[src/design/efhs_pkg.sv]
// ----------------------------------------------------------------------------
// efhs_pkg
// Types, codes and reset values for the fan hysteresis sequencer.
// ----------------------------------------------------------------------------
package efhs_pkg;

  typedef enum logic [1:0] {
    KIND_INIT = 2'd0,
    KIND_TICK = 2'd1,
    KIND_READ = 2'd2
  } kind_t;

  typedef struct packed {
    kind_t      kind;
    logic [7:0] read_data;
  } in_item_t;

  typedef struct packed {
    logic       is_access;
    logic       access_write;
    logic       access_port;
    logic [7:0] write_data;
    logic       fan_is_on;
    logic [7:0] temp_reading;
    logic       timed_out;
    logic       last_of_run;
  } out_item_t;

  typedef enum logic [7:0] {
    PH_IDLE  = 8'b0000_0001,
    PH_RCMD  = 8'b0000_0010,
    PH_RREG  = 8'b0000_0100,
    PH_OBF   = 8'b0000_1000,
    PH_RDATA = 8'b0001_0000,
    PH_WCMD  = 8'b0010_0000,
    PH_WREG  = 8'b0100_0000,
    PH_WVAL  = 8'b1000_0000
  } phase_t;

  localparam logic [2:0] REG_ON_THRESHOLD   = 3'd0;
  localparam logic [2:0] REG_OFF_THRESHOLD  = 3'd1;
  localparam logic [2:0] REG_ON_SPEED       = 3'd2;
  localparam logic [2:0] REG_OFF_SPEED      = 3'd3;
  localparam logic [2:0] REG_POLL_LIMIT     = 3'd4;
  localparam logic [2:0] REG_TEMP_REG_INDEX = 3'd5;
  localparam logic [2:0] REG_FAN_REG_INDEX  = 3'd6;

  localparam logic [7:0]  CMD_READ  = 8'h80;
  localparam logic [7:0]  CMD_WRITE = 8'h81;
  localparam int unsigned ST_IBF_BIT = 1;
  localparam int unsigned ST_OBF_BIT = 0;
  localparam logic        PORT_DATA = 1'b0;
  localparam logic        PORT_CMD  = 1'b1;

  localparam logic [7:0]  RST_ON_THRESHOLD   = 8'd59;
  localparam logic [7:0]  RST_OFF_THRESHOLD  = 8'd49;
  localparam logic [7:0]  RST_ON_SPEED       = 8'h01;
  localparam logic [7:0]  RST_OFF_SPEED      = 8'h1f;
  localparam logic [15:0] RST_POLL_LIMIT     = 16'd10000;
  localparam logic [7:0]  RST_TEMP_REG_INDEX = 8'h58;
  localparam logic [7:0]  RST_FAN_REG_INDEX  = 8'h55;

  function automatic out_item_t poll_req();
    out_item_t r;
    r = '0;
    r.is_access   = 1'b1;
    r.access_port = PORT_CMD;
    return r;
  endfunction

  function automatic out_item_t data_read_req();
    out_item_t r;
    r = '0;
    r.is_access   = 1'b1;
    r.access_port = PORT_DATA;
    return r;
  endfunction

  function automatic out_item_t write_req(input logic port, input logic [7:0] data);
    out_item_t r;
    r = '0;
    r.is_access    = 1'b1;
    r.access_write = 1'b1;
    r.access_port  = port;
    r.write_data   = data;
    return r;
  endfunction

endpackage

[src/design/ec_fan_hysteresis_sequencer.sv]
// ----------------------------------------------------------------------------
// ec_fan_hysteresis_sequencer
// Host-side byte protocol sequencer that reads a temperature from an
// embedded controller and switches a fan with a two-state hysteresis rule.
// ----------------------------------------------------------------------------
// Usage:
//   in_item requests: init (force fan off), control tick, or the byte that
//   the host returned for the last port read. Each accepted request yields
//   zero, one or two requests on out_item: port reads, port writes and one
//   end-of-cycle report per control cycle; last_of_run marks the final one.
//   Results are registered and appear the cycle after acceptance, one per
//   cycle while taken. One request per cycle is accepted when each yields at
//   most one result and each result is taken; a request yielding two results
//   holds off the next while the two-entry buffer drains. in_ready stays high
//   while the buffer holds at most one result that is taken in the same
//   cycle, so input and output overlap. When the receiver stalls, results
//   stay in the buffer and in_ready drops once it is occupied. Reset (rst,
//   synchronous) sets the phase idle, fan off, temperature and error flag
//   zero, and all configuration registers to their defaults. Configuration
//   is written through cfg_we/cfg_index/cfg_data; the user must write only
//   while idle; the block does not enforce it.
// ----------------------------------------------------------------------------
module ec_fan_hysteresis_sequencer (
  input  logic                clk,
  input  logic                rst,
  input  logic                cfg_we,
  input  logic [2:0]          cfg_index,
  input  logic [15:0]         cfg_data,
  input  logic                in_valid,
  output logic                in_ready,
  input  efhs_pkg::in_item_t  in_item,
  output logic                out_valid,
  input  logic                out_ready,
  output efhs_pkg::out_item_t out_item
);
  import efhs_pkg::*;

  logic [7:0]  on_threshold, off_threshold, on_speed, off_speed;
  logic [15:0] poll_limit;
  logic [7:0]  temp_reg_index, fan_reg_index;

  phase_t      phase, phase_next;
  logic [15:0] poll_count, poll_count_next, poll_inc;
  logic        fan_on, fan_on_next;
  logic [7:0]  temperature, temperature_next;
  logic [7:0]  pending_write, pending_write_next;
  logic        error_seen, error_seen_next;

  logic [1:0]  count;
  out_item_t   slot0, slot1;
  out_item_t   res0, res1, acc_res, fol_res;
  logic [1:0]  n_res;
  logic        in_fire, pop, st_ready, timeout;
  logic [7:0]  d;

  assign in_ready  = (count == 2'd0) || ((count == 2'd1) && out_ready);
  assign in_fire   = in_valid && in_ready;
  assign out_valid = (count != 2'd0);
  assign pop       = out_valid && out_ready;
  assign out_item  = slot0;
  assign d         = in_item.read_data;

  always_comb begin
    phase_next         = phase;
    poll_count_next    = poll_count;
    fan_on_next        = fan_on;
    temperature_next   = temperature;
    pending_write_next = pending_write;
    error_seen_next    = error_seen;
    res0     = '0;
    res1     = '0;
    acc_res  = '0;
    fol_res  = '0;
    n_res    = 2'd0;
    timeout  = 1'b0;
    poll_inc = poll_count + 16'd1;
    st_ready = (phase == PH_OBF) ? d[ST_OBF_BIT] : !d[ST_IBF_BIT];

    unique case (phase)
      PH_RCMD: acc_res = write_req(PORT_CMD, CMD_READ);
      PH_RREG: acc_res = write_req(PORT_DATA, temp_reg_index);
      PH_WCMD: acc_res = write_req(PORT_CMD, CMD_WRITE);
      PH_WREG: acc_res = write_req(PORT_DATA, fan_reg_index);
      default: acc_res = write_req(PORT_DATA, pending_write);
    endcase

    if (in_fire) begin
      unique case (in_item.kind)
        KIND_INIT: begin
          error_seen_next    = 1'b0;
          fan_on_next        = 1'b0;
          pending_write_next = off_speed;
          poll_count_next    = '0;
          phase_next         = PH_WCMD;
          res0               = poll_req();
          n_res              = 2'd1;
        end
        KIND_TICK: begin
          if (phase == PH_IDLE) begin
            error_seen_next = 1'b0;
            poll_count_next = '0;
            phase_next      = PH_RCMD;
            res0            = poll_req();
            n_res           = 2'd1;
          end
        end
        KIND_READ: begin
          if (phase == PH_RDATA) begin
            temperature_next = d;
            n_res            = 2'd1;
            if (!fan_on && (d >= on_threshold)) begin
              fan_on_next        = 1'b1;
              pending_write_next = on_speed;
              poll_count_next    = '0;
              phase_next         = PH_WCMD;
              res0               = poll_req();
            end else if (fan_on && (d <= off_threshold)) begin
              fan_on_next        = 1'b0;
              pending_write_next = off_speed;
              poll_count_next    = '0;
              phase_next         = PH_WCMD;
              res0               = poll_req();
            end else begin
              phase_next = PH_IDLE;
            end
          end else if (phase != PH_IDLE) begin
            if (!st_ready) begin
              if (poll_inc < poll_limit) begin
                poll_count_next = poll_inc;
                res0            = poll_req();
                n_res           = 2'd1;
              end else begin
                error_seen_next = 1'b1;
                timeout         = 1'b1;
              end
            end
            if (st_ready || timeout) begin
              poll_count_next = '0;
              if (phase == PH_OBF) begin
                n_res = 2'd1;
                if (timeout) begin
                  phase_next = PH_IDLE;
                end else begin
                  phase_next = PH_RDATA;
                  res0       = data_read_req();
                end
              end else begin
                unique case (phase)
                  PH_RCMD: phase_next = PH_RREG;
                  PH_RREG: phase_next = PH_OBF;
                  PH_WCMD: phase_next = PH_WREG;
                  PH_WREG: phase_next = PH_WVAL;
                  default: phase_next = PH_IDLE;
                endcase
                fol_res = (phase == PH_WVAL) ? out_item_t'('0) : poll_req();
                if (timeout) begin
                  res0  = fol_res;
                  n_res = 2'd1;
                end else begin
                  res0  = acc_res;
                  res1  = fol_res;
                  n_res = 2'd2;
                end
              end
            end
          end
        end
        default: begin
        end
      endcase
    end

    res0.fan_is_on    = fan_on_next;
    res0.temp_reading = temperature_next;
    res0.timed_out    = error_seen_next;
    res0.last_of_run  = (n_res == 2'd1);
    res1.fan_is_on    = fan_on_next;
    res1.temp_reading = temperature_next;
    res1.timed_out    = error_seen_next;
    res1.last_of_run  = 1'b1;
  end

  always_ff @(posedge clk) begin
    if (rst) begin
      on_threshold   <= RST_ON_THRESHOLD;
      off_threshold  <= RST_OFF_THRESHOLD;
      on_speed       <= RST_ON_SPEED;
      off_speed      <= RST_OFF_SPEED;
      poll_limit     <= RST_POLL_LIMIT;
      temp_reg_index <= RST_TEMP_REG_INDEX;
      fan_reg_index  <= RST_FAN_REG_INDEX;
    end else if (cfg_we) begin
      unique case (cfg_index)
        REG_ON_THRESHOLD:   on_threshold   <= cfg_data[7:0];
        REG_OFF_THRESHOLD:  off_threshold  <= cfg_data[7:0];
        REG_ON_SPEED:       on_speed       <= cfg_data[7:0];
        REG_OFF_SPEED:      off_speed      <= cfg_data[7:0];
        REG_POLL_LIMIT:     poll_limit     <= cfg_data;
        REG_TEMP_REG_INDEX: temp_reg_index <= cfg_data[7:0];
        REG_FAN_REG_INDEX:  fan_reg_index  <= cfg_data[7:0];
        default: begin
        end
      endcase
    end
  end

  always_ff @(posedge clk) begin
    if (rst) begin
      phase         <= PH_IDLE;
      poll_count    <= '0;
      fan_on        <= 1'b0;
      temperature   <= '0;
      pending_write <= '0;
      error_seen    <= 1'b0;
      count         <= 2'd0;
    end else begin
      phase         <= phase_next;
      poll_count    <= poll_count_next;
      fan_on        <= fan_on_next;
      temperature   <= temperature_next;
      pending_write <= pending_write_next;
      error_seen    <= error_seen_next;
      if (in_fire) begin
        count <= n_res;
      end else if (pop) begin
        count <= count - 2'd1;
      end
    end
  end

  always_ff @(posedge clk) begin
    if (in_fire) begin
      slot0 <= res0;
      slot1 <= res1;
    end else if (pop) begin
      slot0 <= slot1;
    end
  end

  a_count_range: assert property (@(posedge clk) disable iff (rst)
    count != 2'd3)
    else $error("result buffer count out of range");

  a_no_overwrite: assert property (@(posedge clk) disable iff (rst)
    in_fire |-> ((count == 2'd0) || out_ready))
    else $error("request accepted over an untaken result");

  a_rdata_clear: assert property (@(posedge clk) disable iff (rst)
    (phase == PH_RDATA) |-> (poll_count == '0))
    else $error("poll count not cleared in data read phase");

  a_empty_after_none: assert property (@(posedge clk) disable iff (rst)
    (in_fire && (n_res == 2'd0)) |=> !out_valid)
    else $error("result shown for a request that causes none");

endmodule
[config.mk]
export PLATFORM = sky130hd
export DESIGN_NAME = ec_fan_hysteresis_sequencer
export DESIGN_NICKNAME = d
export VERILOG_FILES = /design/src/design/efhs_pkg.sv /design/src/design/ec_fan_hysteresis_sequencer.sv
export SDC_FILE = /design/constraint.sdc
export NUM_CORES = 1
export LEC_CHECK = 0
export ABC_AREA = 1
export BUFFER_PORTS_ARGS = -buffer_cell sky130_fd_sc_hd__buf_2
export CAP_MARGIN = 40
export CORE_UTILIZATION = 60
export DETAILED_ROUTE_END_ITERATION = 10
export GPL_ROUTABILITY_DRIVEN = 0
export PLACE_DENSITY = 0.86
export SYNTH_ARGS = -nofsm -noshare
export SYNTH_HDL_FRONTEND = slang
export SYNTH_SLANG_ARGS = --single-unit
[constraint.sdc]
create_clock -name clk -period 3.1 [get_ports clk]
set_input_delay 0.62 -clock clk [delete_from_list [all_inputs] [get_ports clk]]
set_output_delay 0.62 -clock clk [all_outputs]
set_load 0.1 [all_outputs]
# [Word-level counts from Yosys, hierarchy flattened]
# Index checks and enable logic that the tools add are counted.
[classes] n_shift=0 n_eq_ne=27 n_bitwise=3 mul=0 div_mod_pow=0 n_lt_le_gt_ge=3 muxes=73 n_reduce_logical=27 addsub=2
[ops] cell="22-bit 2-to-1 mux" n=14
[ops] cell="16-bit 2-to-1 mux" n=8
[ops] cell="8-bit 2-to-1 mux" n=11
[ops] cell="20-bit case mux with 4 select lines" n=1
[ops] cell="22-bit case mux with 3 select lines" n=1
[ops] cell="16-bit case mux with 3 select lines" n=1
[ops] cell="8-bit case mux with 4 select lines" n=1
[ops] cell="8-bit case mux with 3 select lines" n=1
[ops] cell="1-bit 2-to-1 mux" n=20
[ops] cell="16-bit by 1-bit adder with 16-bit output (second input constant)" n=1
[ops] cell="16-bit < comparator" n=1
[ops] cell="2-bit 2-to-1 mux" n=8
[ops] cell="8-bit case mux with 2 select lines" n=1
[ops] cell="2-bit AND reduction" n=7
[ops] cell="6-bit 2-to-1 mux" n=2
[ops] cell="4-bit inequality test (second input constant)" n=3
[ops] cell="3-bit equality test (second input constant)" n=3
[ops] cell="3-bit inequality test (second input constant)" n=3
[ops] cell="8-bit by 1-bit equality test with 1-bit output (second input constant)" n=1
[ops] cell="8-bit by 2-bit equality test with 1-bit output (second input constant)" n=1
[ops] cell="8-bit by 3-bit equality test with 1-bit output (second input constant)" n=1
[ops] cell="8-bit by 4-bit equality test with 1-bit output (second input constant)" n=1
[ops] cell="8-bit by 5-bit equality test with 1-bit output (second input constant)" n=1
[ops] cell="8-bit by 6-bit equality test with 1-bit output (second input constant)" n=1
[ops] cell="other kinds (27)" n=42
[totals] latch_bits=0 mem_bits_rw=0 inputBits=34 regBits=151 wordCells=164 mem_bits_ro=0 mem_count=0

# [Depth between registers and ports, before layout]
[depth] ltp_word=17 depth_mapped=20 mapped_depth_nobuf=20

# [Worst setup path after synthesis]
# No wires, ideal clock.
[synth_path] path_kind="reg-to-reg" startpoint="reg count[0]" endpoint="reg slot0 (netlist bit out_item[2]) (data pin)" setup_time_ps=256 t_arrival_ps=3162 path_stages_with_launch=10 slack_ps=-319 path_buffers=1 required_time_ps=2844 cell_sequence="dfxtp_1 -> inv_1 -> ha_1 -> inv_1 -> nand2_1 -> nand2_2 -> inv_1 -> clkbuf_1 -> o21ai_0 -> inv_1"
[synth_via] elab_chain_cells=6 word_cells_on_any_way=7 cone_classes="eq/ne (1); mux (2); reduce/logical (4)"
[synth_rtl] item="start: declaration" line_no="ec_fan_hysteresis_sequencer.sv:49" source="logic [1:0] count;"
[synth_rtl] item="start signal: assignment" line_no="ec_fan_hysteresis_sequencer.sv:224" source="count <= n_res;"
[synth_rtl] item="start signal: assignment" line_no="ec_fan_hysteresis_sequencer.sv:226" source="count <= count - 2'd1;"
[synth_rtl] item="2-bit by 1-bit equality test with 1-bit output" line_no="ec_fan_hysteresis_sequencer.sv:56" source="assign in_ready = (count == 2'd0) || ((count == 2'd1) && out_ready);"
[synth_rtl] item="1-bit logical AND" line_no="ec_fan_hysteresis_sequencer.sv:56"
[synth_rtl] item="1-bit logical OR *" line_no="ec_fan_hysteresis_sequencer.sv:56"
[synth_rtl] item="named net in_ready" line_no="ec_fan_hysteresis_sequencer.sv:30" source="output logic in_ready,"
[synth_rtl] item="1-bit logical AND *" line_no="ec_fan_hysteresis_sequencer.sv:57" source="assign in_fire = in_valid && in_ready;"
[synth_rtl] item="named net in_fire" line_no="ec_fan_hysteresis_sequencer.sv:53" source="logic in_fire, pop, st_ready, timeout;"
[synth_rtl] item="8-bit 2-to-1 mux" line_no="ec_fan_hysteresis_sequencer.sv:87" source="if (in_fire) begin"
[synth_rtl] item="22-bit 2-to-1 mux *" line_no="ec_fan_hysteresis_sequencer.sv:232" source="if (in_fire) begin"
[synth_rtl] item="end signal: assignment" line_no="ec_fan_hysteresis_sequencer.sv:233" source="slot0 <= res0;"
[synth_rtl] item="end signal: assignment" line_no="ec_fan_hysteresis_sequencer.sv:236" source="slot0 <= slot1;"
[synth_rtl] item="end: declaration" line_no="ec_fan_hysteresis_sequencer.sv:50" source="out_item_t slot0, slot1;"
# The timed path passes the listed nets; every way through them passes the cells marked *.
# A chain may end at the register's enable or synchronous reset.

# [Worst setup path after layout]
[layout_path] startpoint="reg poll_count[3]" endpoint="reg poll_count[13]"
[layout_via] elab_chain_cells=13 word_cells_on_any_way=18 cone_classes="add/sub (1); order compare (1); eq/ne (2); mux (12); reduce/logical (2)"
[layout_rtl] item="start: declaration" line_no="ec_fan_hysteresis_sequencer.sv:43" source="logic [15:0] poll_count, poll_count_next, poll_inc;"
[layout_rtl] item="start signal: assignment" line_no="ec_fan_hysteresis_sequencer.sv:218" source="poll_count <= poll_count_next;"
[layout_rtl] item="16-bit by 1-bit adder with 16-bit output *" line_no="ec_fan_hysteresis_sequencer.sv:76" source="poll_inc = poll_count + 16'd1;"
[layout_rtl] item="16-bit < comparator" line_no="ec_fan_hysteresis_sequencer.sv:128" source="if (poll_inc < poll_limit) begin"
[layout_rtl] item="1-bit 2-to-1 mux" line_no="ec_fan_hysteresis_sequencer.sv:128"
[layout_rtl] item="1-bit 2-to-1 mux" line_no="ec_fan_hysteresis_sequencer.sv:127" source="if (!st_ready) begin"
[layout_rtl] item="1-bit 2-to-1 mux" line_no="ec_fan_hysteresis_sequencer.sv:126" source="end else if (phase != PH_IDLE) begin"
[layout_rtl] item="1-bit 2-to-1 mux" line_no="ec_fan_hysteresis_sequencer.sv:108" source="if (phase == PH_RDATA) begin"
[layout_rtl] item="1-bit 2-to-1 mux" line_no="ec_fan_hysteresis_sequencer.sv:88" source="unique case (in_item.kind)"
[layout_rtl] item="1-bit 2-to-1 mux" line_no="ec_fan_hysteresis_sequencer.sv:87"
[layout_rtl] item="1-bit logical OR" line_no="ec_fan_hysteresis_sequencer.sv:137" source="if (st_ready || timeout) begin"
[layout_rtl] item="16-bit 2-to-1 mux" line_no="ec_fan_hysteresis_sequencer.sv:137"
[layout_rtl] item="16-bit 2-to-1 mux" line_no="ec_fan_hysteresis_sequencer.sv:126"
[layout_rtl] item="16-bit 2-to-1 mux" line_no="ec_fan_hysteresis_sequencer.sv:108"
[layout_rtl] item="16-bit case mux with 3 select lines" line_no="ec_fan_hysteresis_sequencer.sv:88"
# Every way passes the cells marked *; elsewhere a longest branch is shown, timed or not. The select of a mux whose other input is x is not followed.

==> metrics.txt <==
total power 0.00721 W; Worst-path clk slew 0.06 ns; Pwr Density 844 nW/um^2; # clock sinks 141; R2R depth 15; Hold Fails Final Rpt 0; routed len/inst 14.3 um; DP HPWL 11.5 mm; period utilisation layout 103%; Final nets 1143; CP Capture Type flip-flop; Die H 113 um; Worst Setup SP poll_count[3]; worst setup margin -0.0911 ns; VDD IR-drop max 0.000544 V; fraction of layout cells with a size suffix above 1 14.7%; R2R setup slack -0.09 ns; Main synth FF type dfxtp_1; worst-case clock buffer depth 2; Avg Cell Area, Syn 7.35 um^2; drt total wl 17.5 mm; Starting DRT DRC Count 574; post-synth cell types 39; Die Area 12700 um^2; Starting Density 61.5%; Clock Skew 0.00766 ns; final worst path period need 3.19 ns; worst slew pin tran 0.796 ns; clock root cell clkbuf_16; first-pass GRT wire length 27.6 mm; failing checks setup timing; Rel. slew slack 46.5%; fillcell total 856; std cell rows 40; DRT Pass-1 Iters 6; IO buf count 57; #FFs+latches synth 141; GR Layer Usage met3 6.27%; drt drc 0; initial antenna violation count 0; total track usage 27.5%; crit path launch type flip-flop; synth-to-layout area growth 16.1%; Clock Latency Late Sink 0.43 ns; largest area contributor in the synthesized netlist dfxtp_1; Reg2Reg Launch Point poll_count[3]; worst r2r dst poll_count[13]; synth top area cells dfxtp_1, edfxtp_1, nand2_1, inv_1, nor2_1; vias per cell 5.44; Max Fclk 313 MHz; post-synthesis sequential area ratio 42.8%; dpl ws 0.0927 ns; core footprint 12000 um^2; crit path to poll_count[13]; Cells after Synth 1001; Synth Net Count 1074; Setup CP Type flip-flop to flip-flop; number of synthesized flops with an enable pin 33; largest net degree at the start of global routing 64; worst-path fanout max 8; vias in the first global route 6018; Mapped Area 7360 um^2; Max Slew Vio Count 0; top-area cell type share of the netlist area 29.4%; TritonCTS buffer count 17; grt peak-use layer met2; max-cap violations 0; Ports 58; Vias 6687; asr flop ratio synth 0%; most frequent cells in the layout nand2_1, inv_1, nor2_1; Hold Path Class primary input to flip-flop; met2 Use GR 46.0%; Setup-failing EPs final 4; most common cell after layout, fill and taps aside nand2_1; Synthesis Warnings 0; met1 Usage GRT 35.1%; Routed Antenna Nets 0; CP arrival 3.55 ns; DP Cell Count 1190; Leak Pwr 4.22 nW; H-tree lvl count 4; CTS tree yes; fin cells 1230; required time of the critical path 3.46 ns; total gr overflow 0; Die X 113 um; outcome finished, violations left; Antenna Cells 0
[per-stage QoR]
stage	setup TNS [ns]	util (%)	hold WS, ns	instance area (um^2)
after floorplan	0	-	0.425	7360
after global placement	0	65.2	0.434	7800
after detailed placement	0	65.2	0.443	7800
after CTS	0	69.9	0.405	8360
after global routing	-2.69	71.5	0.409	8550
final	-0.140	71.5	0.408	8550
[layout make-up]
type / count / area, um^2 / area share, %
clock buffer: 26 / 499 / 5.84
clock inverter: 6 / 60.1 / 0.703
inverter: 164 / 619 / 7.25
multi-input combinational: 667 / 3530 / 41.3
sequential: 141 / 3160 / 36.9
tap: 147 / 184 / 2.15
timing repair buffer: 79 / 493 / 5.77
[worst min-delay path by stage]
stage	cells past startpoint	end	from	slack, ns
floorplan	2	off_speed[5]	off_speed[5]	0.42
global placement	2	off_speed[5]	off_speed[5]	0.43
detailed placement	2	fan_reg_index[2]	fan_reg_index[2]	0.44
CTS	3	poll_limit[13]	cfg_data[13]	0.40
global route	3	poll_limit[13]	cfg_data[13]	0.41
finish	3	poll_limit[10]	cfg_data[10]	0.41
[kinds of logic after synthesis]
| group | after synthesis | share of synthesized area (%) |
|---|---|---|
| simple gates | 465 | 27.5 |
| buf+inv | 193 | 10.6 |
| fa+ha+maj | 39 | 6.63 |
| compound gates | 155 | 11.5 |
| flops | 141 | 42.8 |
| xor+xnor | 8 | 0.952 |
[power breakdown]
part	internal [W]	switching, W
logic	0.000623	0.00222
clock network	0.00118	0.000747
registers	0.00228	0.000160
total	0.00408	0.00313
[state kept, by name, indices dropped and copies added, names as in the netlist]
register,flops
out_item,22
poll_count,16
poll_limit,16
slot1,11
fan_reg_index,8
off_speed,8
off_threshold,8
on_speed,8
on_threshold,8
pending_write,8
phase,8
temp_reg_index,8
temperature,8
count,2
error_seen,1
fan_on,1
[timing repair]
item | 4_1_cts | 5_1_grt
hold buffers | 0 | 0
setup buffers | 0 | 7
endpoints found under the setup margin | 0 | 29
gates resized for setup | 0 | 26
hold endpoints to repair | 0 | 0
[synth_stat cells, types with 6 or more instances]
library cell	n
a21oi_1	48
a31oi_1	8
buf_6	6
clkbuf_1	16
dfxtp_1	108
edfxtp_1	33
ha_1	39
inv_1	161
nand2_1	223
nand2_2	8
nand3_1	41
nand4_1	14
nor2_1	148
nor3_1	6
o211ai_1	12
o21ai_0	71
xor2_1	8
[critical path, stage by stage, from the launching register on]
cell and delay, ns:
dfxtp_1 0.45, inv_2 0.12, nor4_4 0.34, nand3_1 0.17, xor2_1 0.21, inv_1 0.06
ha_1 0.29, nand2_1 0.14, o21ai_0 0.17, a21oi_1 0.24, buf_4 0.16, nand4_4 0.18
clkbuf_16 0.23, nor2_1 0.14, nor2_1 0.07, nor2_1 0.14
[routing by layer]
| layer | part of all wire, % | vias to the layer above |
|---|---|---|
| met1 | 41 | 3013 |
| met5 | 0 | - |
| met2 | 48 | 299 |
| li1 | - | 3328 |
| met4 | 2.7 | 0 |
| met3 | 8.0 | 47 |
(Power assumes the default switching activity.)
